## config.mk

```make
export PLATFORM = sky130hd
export DESIGN_NAME = periodic_slot_allocator
export DESIGN_NICKNAME = d
export VERILOG_FILES = /design/src/rtl/psa_pkg.sv /design/src/rtl/psa_serial_mod.sv /design/src/rtl/psa_scan_lanes.sv /design/src/rtl/periodic_slot_allocator.sv
export SDC_FILE = /design/constraint.sdc
export NUM_CORES = 2
export LEC_CHECK = 0
export ABC_AREA = 1
export BUFFER_PORTS_ARGS = -buffer_cell sky130_fd_sc_hd__buf_2
export CORE_ASPECT_RATIO = 0.5
export CORE_MARGIN = 2
export CORE_UTILIZATION = 59
export CTS_BUF_LIST = sky130_fd_sc_hd__clkbuf_4 sky130_fd_sc_hd__clkbuf_8 sky130_fd_sc_hd__clkbuf_16
export DETAILED_ROUTE_END_ITERATION = 8
export PLACE_DENSITY = 0.83
export RECOVER_POWER = 25
export SLEW_MARGIN = 5
export SYNTH_ARGS = -nofsm -noshare
export SYNTH_HDL_FRONTEND = slang
export SYNTH_SLANG_ARGS = --single-unit
```

## constraint.sdc

```tcl
create_clock -name clock -period 9.1 [get_ports clock]
set_input_delay 1.82 -clock clock [delete_from_list [all_inputs] [get_ports clock]]
set_output_delay 1.82 -clock clock [all_outputs]
set_load 0.005 [all_outputs]
```

## src/rtl/psa_pkg.sv

```systemverilog
// Shared constants and types for the periodic slot allocator.
package psa_pkg;

   localparam int TableEntriesDef = 16;
   localparam int SlotW = 16;

   localparam logic [SlotW-1:0] SLOT_NONE = 16'hFFFF;

   localparam logic [1:0] FUNC_CLEAR    = 2'd0;
   localparam logic [1:0] FUNC_RESERVE  = 2'd1;
   localparam logic [1:0] FUNC_ALLOCATE = 2'd2;

   localparam logic [1:0] ST_OK     = 2'd0;
   localparam logic [1:0] ST_NOFREE = 2'd1;
   localparam logic [1:0] ST_FULL   = 2'd2;

   typedef struct packed {
      logic clear;  // drop all lanes
      logic load;   // load one lane with modulus and residue
      logic init;   // set residue counters for candidate slot 1
      logic step;   // advance to next candidate
   } lane_ctl_type;

endpackage

```

## src/rtl/psa_serial_mod.sv

```systemverilog
// Bit-serial restoring remainder unit, one dividend bit per cycle.
module psa_serial_mod (
   input  logic                      clock,
   input  logic                      reset,
   input  logic                      start,
   input  logic [psa_pkg::SlotW-1:0] dividend,
   input  logic [psa_pkg::SlotW-1:0] divisor,
   output logic                      done,
   output logic [psa_pkg::SlotW-1:0] remainder
);
   import psa_pkg::*;

   localparam int StepW = $clog2(SlotW);

   logic [SlotW-1:0] quo_ff, quo_in;
   logic [SlotW-1:0] rem_ff, rem_in;
   logic [SlotW-1:0] dvs_ff, dvs_in;
   logic [StepW-1:0] step_ff, step_in;
   logic             busy_ff, busy_in;
   logic             done_ff, done_in;
   logic [SlotW:0]   trial;
   logic             ge;

   always_comb begin
      trial = {rem_ff, quo_ff[SlotW-1]};
      ge = trial >= {1'b0, dvs_ff};
      quo_in = quo_ff;
      rem_in = rem_ff;
      dvs_in = dvs_ff;
      step_in = step_ff;
      busy_in = busy_ff;
      done_in = 1'b0;
      if (start) begin
         quo_in = dividend;
         rem_in = '0;
         dvs_in = divisor;
         step_in = '0;
         busy_in = 1'b1;
      end else if (busy_ff) begin
         // remainder stays below the divisor, so the low bits hold it
         rem_in = ge ? SlotW'(trial - {1'b0, dvs_ff}) : trial[SlotW-1:0];
         quo_in = {quo_ff[SlotW-2:0], 1'b0};
         step_in = step_ff + StepW'(1);
         if (step_ff == StepW'(SlotW - 1)) begin
            busy_in = 1'b0;
            done_in = 1'b1;
         end
      end
   end

   always_ff @(posedge clock) begin
      if (reset) begin
         busy_ff <= 1'b0;
         done_ff <= 1'b0;
      end else begin
         busy_ff <= busy_in;
         done_ff <= done_in;
      end
      quo_ff <= quo_in;
      rem_ff <= rem_in;
      dvs_ff <= dvs_in;
      step_ff <= step_in;
   end

   assign done = done_ff;
   assign remainder = rem_ff;

endmodule

```

## src/rtl/psa_scan_lanes.sv

```systemverilog
// One residue counter lane per table entry; flags whether the current candidate is free.
module psa_scan_lanes #(
   parameter int TABLE_ENTRIES = psa_pkg::TableEntriesDef
) (
   input  logic                      clock,
   input  logic                      reset,
   input  psa_pkg::lane_ctl_type     ctl,
   input  logic [((TABLE_ENTRIES > 1) ? $clog2(TABLE_ENTRIES) : 1)-1:0] load_idx,
   input  logic [psa_pkg::SlotW-1:0] load_mod,
   input  logic [psa_pkg::SlotW-1:0] load_res,
   output logic                      cand_free
);
   import psa_pkg::*;

   logic             act_ff   [TABLE_ENTRIES];
   logic [SlotW-1:0] mod_ff   [TABLE_ENTRIES];
   logic [SlotW-1:0] res_ff   [TABLE_ENTRIES];
   logic [SlotW-1:0] cnt_ff   [TABLE_ENTRIES];
   logic [TABLE_ENTRIES-1:0] hit;

   for (genvar i = 0; i < TABLE_ENTRIES; i++) begin : g_lane
      logic             act_in;
      logic [SlotW-1:0] mod_in, res_in, cnt_in;
      logic             wrap;

      always_comb begin
         wrap = ({1'b0, cnt_ff[i]} + (SlotW+1)'(1)) == {1'b0, mod_ff[i]};
         act_in = act_ff[i];
         mod_in = mod_ff[i];
         res_in = res_ff[i];
         cnt_in = cnt_ff[i];
         if (ctl.clear) begin
            act_in = 1'b0;
         end else if (ctl.load && (load_idx == i)) begin
            act_in = 1'b1;
            mod_in = load_mod;
            res_in = load_res;
         end else if (ctl.init) begin
            cnt_in = (mod_ff[i] == SlotW'(1)) ? '0 : SlotW'(1);
         end else if (ctl.step) begin
            cnt_in = wrap ? '0 : cnt_ff[i] + SlotW'(1);
         end
      end

      always_ff @(posedge clock) begin
         if (reset) begin
            act_ff[i] <= 1'b0;
         end else begin
            act_ff[i] <= act_in;
         end
         mod_ff[i] <= mod_in;
         res_ff[i] <= res_in;
         cnt_ff[i] <= cnt_in;
      end

      assign hit[i] = act_ff[i] && (cnt_ff[i] == res_ff[i]);
   end

   assign cand_free = ~|hit;

endmodule

```

## src/rtl/periodic_slot_allocator.sv

```systemverilog
// Top level of the periodic slot allocator: control sequencer and entry table.
//
// Input item: req_tuser = operation (clear, reserve, allocate), req_tdata = period
// and slot. One result item per input item on the rsp_ channel: rsp_tuser = status,
// rsp_tdata = granted slot. One item is processed at a time; req_tready is high
// only while the sequencer is idle.
// Clear, reserve, a full table, an empty-table allocate, an allocate with a
// period of 0 or 1 and unused operations go straight to the result state. An
// allocate against a nonempty table first prepares one residue lane per stored
// entry: a table read plus up to two bit-serial remainders (none for an
// unassigned entry). It then tests one candidate slot per cycle over all lanes.
// The remainder unit takes one dividend bit per cycle.
// Reset empties the table; stored entries are not cleared. A stalled receiver
// holds the result in the output register; the next item may be taken meanwhile,
// but its result waits until the pending result has left.
module periodic_slot_allocator #(
   parameter int TABLE_ENTRIES = psa_pkg::TableEntriesDef
) (
   input  logic        clock,
   input  logic        reset,
   input  logic        req_tvalid,
   output logic        req_tready,
   input  logic [31:0] req_tdata,   // [15:0] req_period, [31:16] req_slot
   input  logic [1:0]  req_tuser,   // [1:0] func
   output logic        rsp_tvalid,
   input  logic        rsp_tready,
   output logic [15:0] rsp_tdata,   // [15:0] granted_slot
   output logic [1:0]  rsp_tuser    // [1:0] status
);
   import psa_pkg::*;

   localparam int IdxW = (TABLE_ENTRIES > 1) ? $clog2(TABLE_ENTRIES) : 1;
   localparam int CntW = $clog2(TABLE_ENTRIES + 1);

   localparam logic [2:0] S_IDLE  = 3'd0;
   localparam logic [2:0] S_RD    = 3'd1;
   localparam logic [2:0] S_CHK   = 3'd2;
   localparam logic [2:0] S_DIV1  = 3'd3;
   localparam logic [2:0] S_DIV2  = 3'd4;
   localparam logic [2:0] S_SINIT = 3'd5;
   localparam logic [2:0] S_SCAN  = 3'd6;
   localparam logic [2:0] S_FIN   = 3'd7;

   logic [SlotW-1:0] mem_per [TABLE_ENTRIES];
   logic [SlotW-1:0] mem_slot[TABLE_ENTRIES];

   logic [2:0]       state_ff, state_in;
   logic [CntW-1:0]  count_ff, count_in;
   logic [IdxW-1:0]  idx_ff, idx_in;
   logic [SlotW-1:0] per_ff, per_in;
   logic [SlotW-1:0] cand_ff, cand_in;
   logic [SlotW-1:0] small_ff, small_in;
   logic [1:0]       st_ff, st_in;
   logic [SlotW-1:0] gs_ff, gs_in;
   logic [SlotW-1:0] rd_per_ff, rd_slot_ff;
   logic             rsp_valid_ff, rsp_valid_in;
   logic [1:0]       rsp_st_ff, rsp_st_in;
   logic [SlotW-1:0] rsp_slot_ff, rsp_slot_in;

   logic             wr_en;
   logic [SlotW-1:0] wr_per, wr_slot;
   logic             mod_start, mod_done;
   logic [SlotW-1:0] mod_dividend, mod_divisor, mod_rem;
   lane_ctl_type     lane_ctl;
   logic             cand_free;
   logic             accept, full, last_entry;
   logic [SlotW-1:0] in_per, in_slot;

   assign in_per = req_tdata[15:0];
   assign in_slot = req_tdata[31:16];
   assign req_tready = (state_ff == S_IDLE);
   assign accept = req_tvalid && req_tready;
   assign full = (count_ff == CntW'(TABLE_ENTRIES));
   assign last_entry = ((CntW'(idx_ff) + CntW'(1)) == count_ff);

   always_comb begin
      state_in = state_ff;
      count_in = count_ff;
      idx_in = idx_ff;
      per_in = per_ff;
      cand_in = cand_ff;
      small_in = small_ff;
      st_in = st_ff;
      gs_in = gs_ff;
      wr_en = 1'b0;
      wr_per = per_ff;
      wr_slot = cand_ff;
      mod_start = 1'b0;
      mod_dividend = rd_slot_ff;
      mod_divisor = small_ff;
      lane_ctl = '0;
      rsp_valid_in = rsp_valid_ff && !rsp_tready;
      rsp_st_in = rsp_st_ff;
      rsp_slot_in = rsp_slot_ff;

      unique case (state_ff)
         S_IDLE: begin
            if (accept) begin
               per_in = in_per;
               st_in = ST_OK;
               gs_in = SLOT_NONE;
               state_in = S_FIN;
               unique case (req_tuser)
                  FUNC_CLEAR: begin
                     count_in = '0;
                  end
                  FUNC_RESERVE: begin
                     if (full) begin
                        st_in = ST_FULL;
                     end else begin
                        wr_en = 1'b1;
                        wr_per = in_per;
                        wr_slot = in_slot;
                        count_in = count_ff + CntW'(1);
                        gs_in = in_slot;
                     end
                  end
                  FUNC_ALLOCATE: begin
                     if (full) begin
                        st_in = ST_FULL;
                     end else if (count_ff == '0) begin
                        wr_en = 1'b1;
                        wr_per = in_per;
                        wr_slot = SlotW'(1);
                        count_in = CntW'(1);
                        gs_in = SlotW'(1);
                     end else if (in_per <= SlotW'(1)) begin
                        st_in = ST_NOFREE;
                     end else begin
                        lane_ctl.clear = 1'b1;
                        idx_in = '0;
                        state_in = S_RD;
                     end
                  end
                  default: begin
                  end
               endcase
            end
         end
         S_RD: begin
            state_in = S_CHK;
         end
         S_CHK: begin
            if (rd_slot_ff == SLOT_NONE) begin
               // unassigned entry never conflicts
               if (last_entry) begin
                  state_in = S_SINIT;
               end else begin
                  idx_in = idx_ff + IdxW'(1);
                  state_in = S_RD;
               end
            end else if (rd_per_ff == '0) begin
               st_in = ST_NOFREE;
               state_in = S_FIN;
            end else begin
               mod_start = 1'b1;
               if (per_ff > rd_per_ff) begin
                  mod_dividend = per_ff;
                  mod_divisor = rd_per_ff;
                  small_in = rd_per_ff;
               end else begin
                  mod_dividend = rd_per_ff;
                  mod_divisor = per_ff;
                  small_in = per_ff;
               end
               state_in = S_DIV1;
            end
         end
         S_DIV1: begin
            if (mod_done) begin
               if (mod_rem != '0) begin
                  st_in = ST_NOFREE;
                  state_in = S_FIN;
               end else begin
                  mod_start = 1'b1;
                  state_in = S_DIV2;
               end
            end
         end
         S_DIV2: begin
            if (mod_done) begin
               lane_ctl.load = 1'b1;
               if (last_entry) begin
                  state_in = S_SINIT;
               end else begin
                  idx_in = idx_ff + IdxW'(1);
                  state_in = S_RD;
               end
            end
         end
         S_SINIT: begin
            lane_ctl.init = 1'b1;
            cand_in = SlotW'(1);
            state_in = S_SCAN;
         end
         S_SCAN: begin
            if (cand_ff == per_ff) begin
               st_in = ST_NOFREE;
               state_in = S_FIN;
            end else if (cand_free) begin
               wr_en = 1'b1;
               count_in = count_ff + CntW'(1);
               gs_in = cand_ff;
               state_in = S_FIN;
            end else begin
               lane_ctl.step = 1'b1;
               cand_in = cand_ff + SlotW'(1);
            end
         end
         S_FIN: begin
            if (!rsp_valid_ff || rsp_tready) begin
               rsp_valid_in = 1'b1;
               rsp_st_in = st_ff;
               rsp_slot_in = gs_ff;
               state_in = S_IDLE;
            end
         end
         default: begin
            state_in = S_IDLE;
         end
      endcase
   end

   always_ff @(posedge clock) begin
      if (wr_en) begin
         mem_per[count_ff[IdxW-1:0]] <= wr_per;
         mem_slot[count_ff[IdxW-1:0]] <= wr_slot;
      end
      rd_per_ff <= mem_per[idx_ff];
      rd_slot_ff <= mem_slot[idx_ff];
   end

   always_ff @(posedge clock) begin
      if (reset) begin
         state_ff <= S_IDLE;
         count_ff <= '0;
         rsp_valid_ff <= 1'b0;
      end else begin
         state_ff <= state_in;
         count_ff <= count_in;
         rsp_valid_ff <= rsp_valid_in;
      end
      idx_ff <= idx_in;
      per_ff <= per_in;
      cand_ff <= cand_in;
      small_ff <= small_in;
      st_ff <= st_in;
      gs_ff <= gs_in;
      rsp_st_ff <= rsp_st_in;
      rsp_slot_ff <= rsp_slot_in;
   end

   psa_serial_mod u_mod (
      .clock     (clock),
      .reset     (reset),
      .start     (mod_start),
      .dividend  (mod_dividend),
      .divisor   (mod_divisor),
      .done      (mod_done),
      .remainder (mod_rem)
   );

   psa_scan_lanes #(
      .TABLE_ENTRIES (TABLE_ENTRIES)
   ) u_lanes (
      .clock     (clock),
      .reset     (reset),
      .ctl       (lane_ctl),
      .load_idx  (idx_ff),
      .load_mod  (small_ff),
      .load_res  (mod_rem),
      .cand_free (cand_free)
   );

   assign rsp_tvalid = rsp_valid_ff;
   assign rsp_tdata = rsp_slot_ff;
   assign rsp_tuser = rsp_st_ff;

endmodule

```

==> results.yml <==
clock_tree:
  tritoncts: "built"
  clock_path_buffers: 3
  cts_setup_buffers: 0
  cts_hold_buf: 0
  cts_max_level: 4
  cts_buffers: 133
  clk-insertion-delay-late_ns: 0.78
  clk_pin_slew_worst_paths_ns: 0.07
  cts_resized: 0
  cts_sinks: 1479
  cts_root_buf: "clkbuf_16"
setup_path:
  rr_endpoint: "rd_per_ff[0]$_DFF_P_"
  critPathSlowestCell: "clkbuf_1"
  cpMostUsedCell: "clkbuf_1"
  startpoint: "idx_ff[1]$_SDFFCE_PN0P_"
  reg2reg_from: "idx_ff[1]$_SDFFCE_PN0P_"
  start_kind: "flop"
  path_max_fanout: 87
  crit_chain: "clkbuf_1, clkbuf_1, o21ai_0, o22ai_1, nand2_1, nand4_1"
  worstSetupPathType: "flop to flop"
  worst_setup_path_end_kind: "flop"
  cp.arrival_ns: 7.08
  regToRegSetupSlack_ns: 2.70
  worstPathRequired_ns: 9.78
  slowest_delay_ns: 2.87
  rr_worst_depth: 6
detailed_routing:
  viasPerCell: 6.01
  ant_nets: 0
  wire_per_inst_um: 21.9
  vias: 51900
  drc: 0
  first_iter_violations: 7496
  route.final.wire_length_um: 189000
  drtPass1Iterations: 7
worst_hold_path:
  min_to: "rsp_tdata[10]$_DFFE_PP_"
  worstHoldStart: "gs_ff[10]$_DFFE_PP_"
  worst_hold_path_type: "flop to flop"
  min_delay_path_depth: 0
timing:
  finalHoldViolCount: 0
  timing.setup.tns_ns: 0
  fin_skew_ns: 0.0344
  period_share_pct: 70.3
  rsz0062_at_grt: "false"
  maxSlewHeadroom_pct: -163
  drv_slew: 899
  worst_pin_slew_ns: 3.94
  max_freq_ghz: 0.156
  timing.hold.ws_ns: 0.420
  finalSetupViolCount: 0
  period_minus_slack_ns: 6.40
synthesis:
  synthFlopType: "edfxtp_1"
  yosysSeqAreaShare_pct: 62.6
  synthTopCellsByArea: "edfxtp_1, nand2_1, nor2_1"
  async_flop_share_pct: 0
  synth_top_cell_by_area: "edfxtp_1"
  syn-num-nets: 6927
  synthesis.instances: 6827
  synth_seq_cells: 1479
  ys.warnings.count: 0
  avgSynthCellArea_um2: 10.2
  synth-edff-count: 1384
  synth.top_cell.area_share_pct: 59.9
  ys_types: 64
  syn_area_um2: 69400
floorplan:
  die_h_um: 246
  initial_core_util_pct: 59.8
  num_rows: 88
  core_um2: 116000
  die-area_um2: 121000
  die_x_um: 489
  ios: 58
job:
  maxCapViolations: 38
pwr:
  leakage_nw: 29.2
  powerDensity_nw_per_um2: 271
  irDropWorstVdd_uv: 437
  totalPowerFinal_mw: 20.6
layout:
  nets: 7037
  finalNonFillerCells: 8625
  area_delta_synth_final_pct: 9.72
  final.fill_count: 8184
  layout-drive-gt1-share_pct: 6.76
  utilization_pct: 65.7
placed_design:
  post-dp-hpwl_um: 114000
  gp_congestion: 0.938
  placed_cells: 8376
  port_buffers: 57
global_routing:
  first_global_vias: 49200
  overflow: 0
  antenna_found_initial: 24
  grt_usage_pct: 31.1
  grt_max_degree: 262
  grt_pass1_wl_um: 281000
outcome:
  violations: "max-capacitance violations, max-slew violations"
  outcome: "finished with violations"
state kept, by name (all words and copies together), names as in the netlist, 256 cells and up:
register,count
mem_per,256
mem_slot,256
u_lanes.cnt_ff,256
u_lanes.mod_ff,256
u_lanes.res_ff,256
layout make-up:
class	instances	area [µm²]	share of cell area [%]
Antenna cell	8	20.0	0.0263
Clock buffer	170	3770	4.95
Clock inverter	70	759	0.998
Inverter	746	2810	3.69
Multi-Input combinational cell	4441	22600	29.7
Sequential cell	1479	43500	57.1
Tap cell	1575	1970	2.59
Timing Repair Buffer	136	741	0.973
kinds of logic after synthesis:
logic type	after synthesis	share of synthesized area, %
flops	1479	62.6
fa+ha+maj	62	1.13
buf+inv	907	5.11
compound gates	862	6.93
xor+xnor	374	4.83
simple gates	3143	19.4
power breakdown:
part,total [mW],switching (mW),internal [mW]
Sequential,9.32,0.708,8.61
Combinational,5.38,4.00,1.38
Clock,5.91,2.52,3.39
per-layer routing:
| metal | GRT usage [%] | routed length (µm) |
|---|---|---|
| met1 | 40.1 | 67700 |
| met2 | 48.9 | 84000 |
| met3 | 7.10 | 25400 |
| met4 | 17.8 | 11500 |
| met5 | 0 | 27 |
per-stage QoR:
stage / setup WS (ns) / area (µm²)
after floorplan: 3.72 / 69400
after global routing: 2.44 / 76100
final: 2.70 / 76100
after CTS: 4.56 / 76300
after global placement: 3.90 / 71800
after detailed placement: 3.74 / 71800
worst max-delay path by stage:
stage / slack, ns / end / depth (start not counted)
after floorplan: 3.72 / mem_per[15][0]$_DFFE_PP_ / 5
after global placement: 3.90 / mem_per[13][13]$_DFFE_PP_ / 11
after detailed placement: 3.74 / mem_slot[10][14]$_DFFE_PP_ / 7
after CTS: 4.56 / mem_slot[15][14]$_DFFE_PP_ / 7
after global routing: 2.44 / rd_per_ff[2]$_DFF_P_ / 6
final: 2.70 / rd_per_ff[0]$_DFF_P_ / 6
layout by cell type (no fill, tap or decap), drive strengths merged, types with 138 or more instances in the layout:
master and n:
xnor2 154, clkbuf 222, xor2 215, nor2 1128
o21ai 497, nand4 138, edfxtp 1384, nand3 246
inv 745, o22ai 169, nand2 1372
synth_stat cells (all sizes together) (6+ instances only):
cell	instances
a211oi	10
a21boi	10
a21oi	100
a22oi	15
a41o	9
buf	37
clkbuf	124
dfxtp	95
edfxtp	1384
ha	61
inv	745
nand2	1372
nand3	246
nand3b	30
nand4	138
nor2	1128
nor3	78
nor3b	16
nor4	68
nor4b	6
o2111ai	7
o211ai	9
o21a	6
o21ai	497
o21bai	11
o22ai	169
or2	44
xnor2	154
xor2	215
worst max-delay path, delay by kind of cell (launching register included):
kind,cells,cell delay [ns]
flip-flops,1,0.32
AND/OR/NAND/NOR,2,0.34
buffers and inverters,2,4.65
AO/OA/AOI/OAI,2,0.93
Note: power is estimated with default switching activity, not from simulation.
